===== config.mk =====
export PLATFORM = sky130hd
export DESIGN_NAME = can_bit_timing_resync_unit
export DESIGN_NICKNAME = d
export VERILOG_FILES = /design/src/rtl/cbtr_pkg.sv /design/src/rtl/can_bit_timing_resync_unit.sv
export SDC_FILE = /design/constraint.sdc
export NUM_CORES = 1
export LEC_CHECK = 0
export BUFFER_PORTS_ARGS = -buffer_cell sky130_fd_sc_hd__buf_4
export CAP_MARGIN = 20
export CORE_ASPECT_RATIO = 0.75
export CORE_MARGIN = 10
export CORE_UTILIZATION = 40
export DETAILED_ROUTE_END_ITERATION = 8
export HOLD_SLACK_MARGIN = 0.1
export PLACE_DENSITY_LB_ADDON = 0.1
export SYNTH_ARGS = -nofsm -noshare
export SYNTH_HDL_FRONTEND = slang
export SYNTH_SLANG_ARGS = --single-unit
export TNS_END_PERCENT = 20

===== constraint.sdc =====
create_clock -name clk -period 15.2 [get_ports clk]
set_input_delay 3.04 -clock clk [delete_from_list [all_inputs] [get_ports clk]]
set_output_delay 3.04 -clock clk [all_outputs]
set_load 0.1 [all_outputs]

===== src/rtl/cbtr_pkg.sv =====
`timescale 1ns / 1ps

package cbtr_pkg;

  typedef enum logic [3:0] {
    PH_SYNC = 4'b0001,
    PH_SEG1 = 4'b0010,
    PH_SEG2 = 4'b0100,
    PH_WIN  = 4'b1000
  } phase_t;

  localparam logic [1:0] CODE_SYNC = 2'd0;
  localparam logic [1:0] CODE_SEG1 = 2'd1;
  localparam logic [1:0] CODE_SEG2 = 2'd2;
  localparam logic [1:0] CODE_WIN  = 2'd3;

  localparam logic [1:0] REG_SEG1_QUANTA = 2'd0;
  localparam logic [1:0] REG_SEG2_QUANTA = 2'd1;
  localparam logic [1:0] REG_JUMP_WIDTH  = 2'd2;
  localparam logic [1:0] REG_SELF_EDGE   = 2'd3;

  localparam logic [4:0] SEG1_QUANTA_RST = 5'd7;
  localparam logic [4:0] SEG2_QUANTA_RST = 5'd7;
  localparam logic [2:0] JUMP_WIDTH_RST  = 3'd2;

  localparam logic [4:0] SELF_EDGE_COUNT = 5'd2;
  localparam logic [4:0] SEG_LIMIT_MAX   = 5'd30;
  localparam logic [4:0] SEG_COUNT_MAX   = 5'd31;
  localparam logic [1:0] SYNC_COUNT_MAX  = 2'd3;

  typedef struct packed {
    logic [1:0] phase;
    logic       write_mark;
    logic       sample_mark;
  } result_t;

  function automatic logic [4:0] clamp_limit(input logic [5:0] v);
    logic [4:0] r;
    if (v > {1'b0, SEG_LIMIT_MAX}) begin
      r = SEG_LIMIT_MAX;
    end else begin
      r = v[4:0];
    end
    return r;
  endfunction

  function automatic logic [1:0] phase_code(input phase_t p);
    logic [1:0] c;
    case (p)
      PH_SYNC: c = CODE_SYNC;
      PH_SEG1: c = CODE_SEG1;
      PH_SEG2: c = CODE_SEG2;
      PH_WIN:  c = CODE_WIN;
      default: c = CODE_SYNC;
    endcase
    return c;
  endfunction

endpackage


===== src/rtl/can_bit_timing_resync_unit.sv =====
`timescale 1ns / 1ps

// CAN bit timing with resynchronization.
// Input channel: one word per time quantum (in_edge_seen), in_valid/in_stall.
// Result channel: one word per quantum (out_phase, out_write_mark,
// out_sample_mark), out_valid/out_stall.
// Config channel: cfg_valid/cfg_ready with cfg_index and cfg_data;
// 0 seg1_quanta, 1 seg2_quanta, 2 jump_width, 3 self_edge_enable.
// cfg_ready is always high; write only while the block is idle.
// Each result word is registered into the result register, or into the skid register while the receiver stalls.
// Throughput: one quantum per cycle while in_stall is low; the whole timing update is one pass
// of logic from the state registers into the result (or skid) register.
// A one-word skid register sits behind the result register, so a new
// quantum is still taken in the cycle the receiver first stalls; in_stall
// rises only once both are full and falls when the receiver drains.
// Reset (synchronous, rst_n low): phase sync, counters restarted, no
// pending edge, both output registers empty, config at its defaults
// (7, 7, 2, 1).
module can_bit_timing_resync_unit (
  input  logic       clk,
  input  logic       rst_n,
  input  logic       in_valid,
  output logic       in_stall,
  input  logic       in_edge_seen,
  output logic       out_valid,
  input  logic       out_stall,
  output logic [1:0] out_phase,
  output logic       out_write_mark,
  output logic       out_sample_mark,
  input  logic       cfg_valid,
  output logic       cfg_ready,
  input  logic [1:0] cfg_index,
  input  logic [4:0] cfg_data
);

  logic [4:0] seg1_quanta_r;
  logic [4:0] seg2_quanta_r;
  logic [2:0] jump_width_r;
  logic       self_edge_en_r;

  cbtr_pkg::phase_t phase_r, phase_nxt;
  logic [1:0] sync_cnt_r, sync_cnt_nxt;
  logic [4:0] seg1_cnt_r, seg1_cnt_nxt;
  logic [4:0] seg2_cnt_r, seg2_cnt_nxt;
  logic [2:0] lengthen_r, lengthen_nxt;
  logic [2:0] shorten_r, shorten_nxt;
  logic       edge_pend_r, edge_pend_nxt;
  logic       write_flag_r, write_flag_nxt;
  logic       sample_flag_r, sample_flag_nxt;

  cbtr_pkg::result_t out_word_r, skid_word_r, new_word;
  logic out_valid_r, skid_valid_r;
  logic in_acc, out_take, out_free;

  logic [4:0] lim1, lim2, limw, left;

  assign cfg_ready = 1'b1;
  assign in_stall  = skid_valid_r;
  assign in_acc    = in_valid & ~in_stall;
  assign out_take  = out_valid_r & ~out_stall;
  assign out_free  = ~out_valid_r | out_take;

  assign lim1 = cbtr_pkg::clamp_limit({1'b0, seg1_quanta_r} + {3'b000, lengthen_r});
  assign lim2 = cbtr_pkg::clamp_limit({1'b0, seg2_quanta_r});
  assign limw = ({2'b00, shorten_r} > seg2_quanta_r) ? 5'd0 :
                cbtr_pkg::clamp_limit({1'b0, seg2_quanta_r - {2'b00, shorten_r}});

  always_comb begin
    phase_nxt       = phase_r;
    sync_cnt_nxt    = sync_cnt_r;
    seg1_cnt_nxt    = seg1_cnt_r;
    seg2_cnt_nxt    = seg2_cnt_r;
    lengthen_nxt    = lengthen_r;
    shorten_nxt     = shorten_r;
    edge_pend_nxt   = edge_pend_r | in_edge_seen;
    write_flag_nxt  = write_flag_r;
    sample_flag_nxt = sample_flag_r;
    left            = 5'd0;

    // advance the counter of the current phase
    case (phase_r)
      cbtr_pkg::PH_SYNC: begin
        if (sync_cnt_r != cbtr_pkg::SYNC_COUNT_MAX) sync_cnt_nxt = sync_cnt_r + 2'd1;
      end
      cbtr_pkg::PH_SEG1: begin
        if (seg1_cnt_r != cbtr_pkg::SEG_COUNT_MAX) seg1_cnt_nxt = seg1_cnt_r + 5'd1;
      end
      default: begin
        if (seg2_cnt_r != cbtr_pkg::SEG_COUNT_MAX) seg2_cnt_nxt = seg2_cnt_r + 5'd1;
      end
    endcase

    // evaluate the phase
    case (phase_r)
      cbtr_pkg::PH_SYNC: begin
        if (sync_cnt_nxt == 2'd1) begin
          phase_nxt      = cbtr_pkg::PH_SEG1;
          write_flag_nxt = 1'b1;
        end
      end
      cbtr_pkg::PH_SEG1: begin
        if (seg1_cnt_nxt <= lim1) begin
          write_flag_nxt = 1'b0;
        end else begin
          phase_nxt       = cbtr_pkg::PH_SEG2;
          sample_flag_nxt = 1'b1;
        end
      end
      cbtr_pkg::PH_SEG2: begin
        if (self_edge_en_r && seg2_cnt_nxt == cbtr_pkg::SELF_EDGE_COUNT) begin
          edge_pend_nxt = 1'b1;
        end
        if (seg2_cnt_nxt <= lim2) begin
          sample_flag_nxt = 1'b0;
        end else begin
          phase_nxt      = cbtr_pkg::PH_SYNC;
          sync_cnt_nxt   = 2'd0;
          seg1_cnt_nxt   = 5'd1;
          seg2_cnt_nxt   = 5'd1;
          lengthen_nxt   = 3'd0;
          shorten_nxt    = 3'd0;
          write_flag_nxt = 1'b0;
        end
      end
      default: begin
        if (seg2_cnt_nxt > limw) begin
          phase_nxt      = cbtr_pkg::PH_SEG1;
          sync_cnt_nxt   = 2'd0;
          seg1_cnt_nxt   = 5'd1;
          seg2_cnt_nxt   = 5'd1;
          lengthen_nxt   = 3'd0;
          shorten_nxt    = 3'd0;
          write_flag_nxt = 1'b0;
        end
      end
    endcase

    // apply a pending edge
    if (edge_pend_nxt) begin
      if (phase_nxt == cbtr_pkg::PH_SEG1) begin
        lengthen_nxt  = (seg1_cnt_nxt > {2'b00, jump_width_r}) ? jump_width_r
                                                               : seg1_cnt_nxt[2:0];
        edge_pend_nxt = 1'b0;
      end else if (phase_nxt == cbtr_pkg::PH_SEG2) begin
        left          = (seg2_quanta_r > seg2_cnt_nxt) ? seg2_quanta_r - seg2_cnt_nxt
                                                       : 5'd0;
        shorten_nxt   = (left > {2'b00, jump_width_r}) ? jump_width_r : left[2:0];
        phase_nxt     = cbtr_pkg::PH_WIN;
        edge_pend_nxt = 1'b0;
      end
    end

    new_word.phase       = cbtr_pkg::phase_code(phase_nxt);
    new_word.write_mark  = write_flag_nxt;
    new_word.sample_mark = sample_flag_nxt;
  end

  always_ff @(posedge clk) begin
    if (!rst_n) begin
      seg1_quanta_r  <= cbtr_pkg::SEG1_QUANTA_RST;
      seg2_quanta_r  <= cbtr_pkg::SEG2_QUANTA_RST;
      jump_width_r   <= cbtr_pkg::JUMP_WIDTH_RST;
      self_edge_en_r <= 1'b1;
    end else if (cfg_valid && cfg_ready) begin
      case (cfg_index)
        cbtr_pkg::REG_SEG1_QUANTA: seg1_quanta_r  <= cfg_data;
        cbtr_pkg::REG_SEG2_QUANTA: seg2_quanta_r  <= cfg_data;
        cbtr_pkg::REG_JUMP_WIDTH:  jump_width_r   <= cfg_data[2:0];
        cbtr_pkg::REG_SELF_EDGE:   self_edge_en_r <= cfg_data[0];
        default: ;
      endcase
    end
  end

  always_ff @(posedge clk) begin
    if (!rst_n) begin
      phase_r       <= cbtr_pkg::PH_SYNC;
      sync_cnt_r    <= 2'd0;
      seg1_cnt_r    <= 5'd1;
      seg2_cnt_r    <= 5'd1;
      lengthen_r    <= 3'd0;
      shorten_r     <= 3'd0;
      edge_pend_r   <= 1'b0;
      write_flag_r  <= 1'b0;
      sample_flag_r <= 1'b0;
    end else if (in_acc) begin
      phase_r       <= phase_nxt;
      sync_cnt_r    <= sync_cnt_nxt;
      seg1_cnt_r    <= seg1_cnt_nxt;
      seg2_cnt_r    <= seg2_cnt_nxt;
      lengthen_r    <= lengthen_nxt;
      shorten_r     <= shorten_nxt;
      edge_pend_r   <= edge_pend_nxt;
      write_flag_r  <= write_flag_nxt;
      sample_flag_r <= sample_flag_nxt;
    end
  end

  always_ff @(posedge clk) begin
    if (!rst_n) begin
      out_valid_r  <= 1'b0;
      skid_valid_r <= 1'b0;
    end else if (out_free) begin
      out_valid_r  <= skid_valid_r | in_acc;
      skid_valid_r <= 1'b0;
    end else if (in_acc) begin
      skid_valid_r <= 1'b1;
    end
  end

  always_ff @(posedge clk) begin
    if (out_free) begin
      if (skid_valid_r) begin
        out_word_r <= skid_word_r;
      end else if (in_acc) begin
        out_word_r <= new_word;
      end
    end else if (in_acc) begin
      skid_word_r <= new_word;
    end
  end

  assign out_valid       = out_valid_r;
  assign out_phase       = out_word_r.phase;
  assign out_write_mark  = out_word_r.write_mark;
  assign out_sample_mark = out_word_r.sample_mark;

  a_skid_behind_out: assert property (@(posedge clk) disable iff (!rst_n)
    skid_valid_r |-> out_valid_r)
    else $error("skid word held while result register empty");

  a_accept_fills_out: assert property (@(posedge clk) disable iff (!rst_n)
    (in_acc && !out_valid_r) |=> out_valid_r)
    else $error("accepted quantum did not reach result register");

  a_sync_count_clear: assert property (@(posedge clk) disable iff (!rst_n)
    (phase_r == cbtr_pkg::PH_SYNC) |-> (sync_cnt_r == 2'd0))
    else $error("sync phase entered without counter restart");

  a_seg_counts_nonzero: assert property (@(posedge clk) disable iff (!rst_n)
    (seg1_cnt_r != 5'd0) && (seg2_cnt_r != 5'd0))
    else $error("segment counter dropped to zero");

endmodule


After elaboration in Yosys (flattened, before gate mapping)
Cells that the tools add are included.
{"block": "word_totals", "output_inout_bits": 7, "register_bits": 49}
{"block": "classes", "bitwise_logic": 10, "reduce_logical": 11, "n_lt_le_gt_ge": 10, "add_sub_neg": 6, "n_eq_ne": 16, "n_mux": 57}
{"operator": "5-bit 2-to-1 mux", "count": 13}
{"operator": "4-bit 2-to-1 mux", "count": 9}
{"operator": "3-bit 2-to-1 mux", "count": 11}
{"operator": "5-bit case mux with 2 select lines", "count": 2}
{"operator": "4-bit by 2-bit equality test with 1-bit output, second input constant", "count": 3}
{"operator": "4-bit by 3-bit equality test with 1-bit output, second input constant", "count": 3}
{"operator": "3-bit case mux with 2 select lines", "count": 2}
{"operator": "4-bit case mux with 3 select lines", "count": 1}
{"operator": "2-bit AND reduction", "count": 6}
{"operator": "1-bit 2-to-1 mux", "count": 11}
{"operator": "5-bit by 1-bit adder with 5-bit output, second input constant", "count": 2}
{"operator": "5-bit by 3-bit greater-than comparator with 1-bit output", "count": 2}
{"operator": "5-bit greater-than comparator", "count": 2}
{"operator": "5-bit greater-than comparator, second input constant", "count": 2}
{"operator": "5-bit less-or-equal comparator", "count": 2}
{"operator": "5-bit != test, second input constant", "count": 2}
{"operator": "2-bit 2-to-1 mux", "count": 4}
{"operator": "5-bit by 3-bit adder with 6-bit output", "count": 1}
{"operator": "6-bit by 5-bit greater-than comparator with 1-bit output, second input constant", "count": 1}
{"operator": "2-bit case mux with 3 select lines", "count": 1}
{"operator": "5-bit by 2-bit equality test with 1-bit output, second input constant", "count": 1}
{"operator": "3-bit by 5-bit greater-than comparator with 1-bit output", "count": 1}
{"operator": "1-bit inverter", "count": 5}
{"operator": "5-bit by 3-bit subtractor with 5-bit output", "count": 1}
{"operator": "other kinds (16)", "count": 22}

Longest topological paths before layout
{"block": "logic_depth", "depth_word": 15, "mapped_depth": 30}

Least setup slack after synthesis
Ideal clock, no wire load.
{"block": "synth_timing", "path_kind": "flip-flop to flip-flop", "start": "reg seg2_quanta_r[0]", "end": "reg shorten_r[0]", "stages_incl_launch_ff": 27, "t_required_ns": 15.108, "period_less_slack_ns": 5.288, "path_slack_ns": 9.912, "path_buffers": 0, "arrival_time_ns": 5.196, "path_cell_list": "dfxtp_1 inv_1 ha_1 inv_1 fa_1 or4_1 o22a_1 ha_1 and3_1 o21ai_0 a32oi_1 a22o_1 nor2_1 inv_1 ha_1 nor2b_1 o21ai_0 o21a_1 a311o_1 nor2_1 ha_1 a21o_1 a21oi_1 a31oi_1 nor3_1 a22oi_1 o32ai_1"}
{"block": "synth_between", "elab_chain_len": 14, "elab_cells_between_ends": 28}
{"element": "from (decl)", "line_no": "can_bit_timing_resync_unit.sv:37", "source": "logic [4:0] seg2_quanta_r;"}
{"element": "from (signal assigned)", "line_no": "can_bit_timing_resync_unit.sv:161", "source": "seg2_quanta_r <= cbtr_pkg::SEG2_QUANTA_RST;"}
{"element": "from (signal assigned)", "line_no": "can_bit_timing_resync_unit.sv:167", "source": "cbtr_pkg::REG_SEG2_QUANTA: seg2_quanta_r <= cfg_data;"}
{"element": "5-bit by 3-bit subtractor with 5-bit output", "line_no": "can_bit_timing_resync_unit.sv:66", "source": "cbtr_pkg::clamp_limit({1'b0, seg2_quanta_r - {2'b00, shorten_r}});"}
{"element": "5-bit greater-than comparator", "line_no": "cbtr_pkg.sv:39", "source": "if (v > {1'b0, SEG_LIMIT_MAX}) begin"}
{"element": "5-bit 2-to-1 mux", "line_no": "cbtr_pkg.sv:39"}
{"element": "5-bit 2-to-1 mux", "line_no": "can_bit_timing_resync_unit.sv:65", "source": "assign limw = ({2'b00, shorten_r} > seg2_quanta_r) ? 5'd0 :"}
{"element": "5-bit greater-than comparator", "line_no": "can_bit_timing_resync_unit.sv:126", "source": "if (seg2_cnt_nxt > limw) begin"}
{"element": "5-bit 2-to-1 mux", "line_no": "can_bit_timing_resync_unit.sv:126"}
{"element": "5-bit case mux with 2 select lines (*)", "line_no": "can_bit_timing_resync_unit.sv:94", "source": "case (phase_r)"}
{"element": "net seg2_cnt_nxt[1]", "line_no": "can_bit_timing_resync_unit.sv:44", "source": "logic [4:0] seg2_cnt_r, seg2_cnt_nxt;"}
{"element": "5-bit subtractor or 5-bit greater-than comparator (tied branches)", "line_no": "can_bit_timing_resync_unit.sv:145", "source": "left = (seg2_quanta_r > seg2_cnt_nxt) ? seg2_quanta_r - seg2_cnt_nxt"}
{"element": "5-bit 2-to-1 mux (*)", "line_no": "can_bit_timing_resync_unit.sv:145"}
{"element": "5-bit by 3-bit greater-than comparator with 1-bit output", "line_no": "can_bit_timing_resync_unit.sv:147", "source": "shorten_nxt = (left > {2'b00, jump_width_r}) ? jump_width_r : left[2:0];"}
{"element": "3-bit 2-to-1 mux (*)", "line_no": "can_bit_timing_resync_unit.sv:147"}
{"element": "3-bit 2-to-1 mux (*)", "line_no": "can_bit_timing_resync_unit.sv:144", "source": "end else if (phase_nxt == cbtr_pkg::PH_SEG2) begin"}
{"element": "3-bit 2-to-1 mux (*)", "line_no": "can_bit_timing_resync_unit.sv:140", "source": "if (phase_nxt == cbtr_pkg::PH_SEG1) begin"}
{"element": "3-bit 2-to-1 mux (*)", "line_no": "can_bit_timing_resync_unit.sv:139", "source": "if (edge_pend_nxt) begin"}
{"element": "to (signal assigned)", "line_no": "can_bit_timing_resync_unit.sv:192", "source": "shorten_r <= shorten_nxt;"}
{"element": "to (decl)", "line_no": "can_bit_timing_resync_unit.sv:46", "source": "logic [2:0] shorten_r, shorten_nxt;"}
Mark *: on every way through the listed nets, which the timed path passes. The rest lies on a longest branch.
A chain may end at the register's enable or synchronous reset.

Worst setup path after layout
{"block": "layout_timing", "start": "reg seg2_quanta_r[0]", "end": "reg shorten_r[2]"}
Same word-level chain as after synthesis.

==> run metrics <==
ANT nets after route 0; start of the worst register-to-register path seg2_quanta_r[0]; Max-Cap Viols 0; Crit. End Element register; Peak Freq around 160 MHz; Via density between 5 and 6; Mapped Cells between 400 and 500; worst setup margin 9030 ps; number of CTS-inserted buffers 5; final WL 9.04 mm; Slew @ Worst Pin 944 ps; PD cells 100 mW/mm^2; syn nets 489; post-CTS sizing 0; required time worst endpoint 15410 ps; first-pass GRT wire length approximately 15 mm; Clock Path Buffers 2; die height 102 um; Filler Cell Count around 850; most frequent cells in the layout 67 x nand2_1, 41 x dfxtp_1, 34 x ha_1; global-route usage over all layers 14.0%; setup bufs post-CTS 0; layout cells sized above 1 9.80%; post-DP HPWL approximately 7.0 mm; top_reg_cell synth dfxtp_1; multi-input logic area 0.00232 sq mm; clock-pin slew on the worst setup and hold paths roughly 70 ps; worst-path fanout max 10; io pins 20; commonest non-fill, non-tap cell in the layout nand2_1; Starting Density a little over two fifths; Cell Rows 29; area added between synthesis and finish 9.64%; dpl ws 9110 ps; clk_lat worst skew around 300 ps; VDD IR-drop max approximately 0.000051 V; TNS Setup 0 ps; vias in the first global route just over 3000; period utilization 40.6%; largest net degree at the start of global routing 26; Die Area about 0.013 sq mm; clock tree sinks roughly 50; RSZ-0062 raised after global routing false; clock skew 6.40 ps; Nets 498; H-tree depth 2; Cell variety after synth 68; Seq. cell area approximately 0.0011 sq mm; final setup violation count 0; min cycle time layout between 6000 and 7000 ps; number of flops mapped to enable cells by yosys 8; GP Congestion ~0.84; Hold Startpoint write_flag_r; Final Slew Violations 0; port bufs 18; outcome finished clean; TritonCTS clock tree done; Mean Syn Cell Area approximately 8.2 sq um; number of detailed-route iterations in the first pass 5; GRT overflow 0; Die X 129 um; Synthesis Warnings 0; slew margin rel. approximately 37%; Synth async-reset ratio 0%; arrival time at the worst endpoint 6370 ps; #FFs+latches synth 49; critical path launch point type register; synthesized cell area 0.00360 sq mm; Final Hold Fails 0; sequential share of the synthesized area between 20% and 30%; Hold WC Path Type reg -> reg; 1st-iter DRT viols approximately 320; drc violations 0; CTS Hold Buffers Added 0; initial antenna violation count 0; Avg WL per Cell roughly 16 um; leak pwr about 1.7 nW; routed via count between 3000 and 4000; overall power ~0.00039 W; buffer type at the clock tree root clkbuf_16; diode count 0; Setup Crit Path Kind reg -> reg; core box area 0.00860 sq mm; CP Launch Point seg2_quanta_r[0]
-- state kept, by name, summed over array words and instances (netlist names), 2 cells and up --
name	cells
lengthen_r	3
seg1_cnt_r	5
seg2_quanta_r	5
jump_width_r	3
sync_cnt_r	2
phase_r	4
skid_word_r	4
seg1_quanta_r	5
seg2_cnt_r	5
shorten_r	3
out_phase	2
-- final cells by class --
cell class	instances	share of cell area, %
well taps	108	3.43
flip-flops and latches	49	26.9
clock buffers	5	3.17
clock inverters	3	0.635
repair buffers	20	3.81
inverters	33	3.14
multi-input cells	339	58.9
-- worst max-delay path, stage by stage (launching register included) --
cell	delay [ps]
dfxtp_1	300
inv_1	140
ha_1	200
inv_1	60
fa_1	410
or4_1	490
o22a_1	210
ha_1	290
and3_1	200
o21ai_0	80
a32oi_1	180
a22oi_1	730
nand2_1	190
ha_1	280
nor2b_1	180
o21ai_0	140
o21a_1	200
a311o_1	300
nor2_1	150
ha_1	270
a21o_1	160
a21oi_1	140
a31oi_1	80
nor3_1	330
a22oi_1	150
o32ai_1	230
-- synth_stat cells (all sizes together) (5+ instances only) --
cell type | n | area share, %
edfxtp | 8 | 6.7
nand2 | 67 | 7.0
o21ai | 19 | 2.6
inv | 33 | 3.4
nand3 | 9 | 1.3
buf | 9 | 1.5
mux2 | 5 | 1.6
nor2 | 33 | 3.5
and2 | 8 | 1.4
clkbuf | 9 | 0.94
nor2b | 10 | 1.7
nand3b | 7 | 1.5
nor3 | 8 | 1.1
dfxtp | 41 | 23
ha | 34 | 12
a21oi | 32 | 4.5
mux2i | 15 | 4.2
xor2 | 5 | 1.4
-- report_power, final --
| group | internal (W) | switching, W |
|---|---|---|
| clock network | 0.0000624 | 0.0000542 |
| logic | 0.0000508 | 0.0000782 |
| registers | 0.000140 | 0.00000876 |
| total | 0.000253 | 0.000141 |
-- kinds of logic (layout without fill, tap and decap cells) --
kind of cell | count (synthesis) | in the layout | synth area share (%)
buffers and inverters | 51 | 61 | 5.91
muxes | 20 | 20 | 5.74
xor gates and xnor gates | 7 | 7 | 1.91
DFF | 49 | 49 | 29.5
and+or+nand+nor | 167 | 167 | 23.3
other | 1 | 1 | 0.104
AOI/OAI and AO/OA | 107 | 107 | 20.0
adders and majority gates | 37 | 37 | 13.5
-- per-stage QoR --
stage / instances / instance area (sq um) / hold WS, ps / util (%)
detailed placement: 549 / 3790 / 455 / 44.1
finish: 557 / 3940 / 460 / 45.8
CTS: 557 / 3940 / 464 / 45.8
global placement: 549 / 3790 / 443 / 44.1
floorplan: 439 / 3600 / 436 / -
global route: 557 / 3940 / 487 / 45.8
-- final timing paths --
kind,to,slack (ps),cells past startpoint
worst max-delay path,shorten_r[2],9030,25
worst min-delay path,write_flag_r,460,2
worst max register to register,shorten_r[2],9030,25
worst min register to register,write_flag_r,460,2
-- per-layer routing --
layer	share of wire (%)	GRT usage (%)
met5	0	0
met4	0.75	3.53
met3	4.2	2.90
met2	42	21.3
met1	53	19.6
No activity file was read; power rests on OpenSTA's default activity.
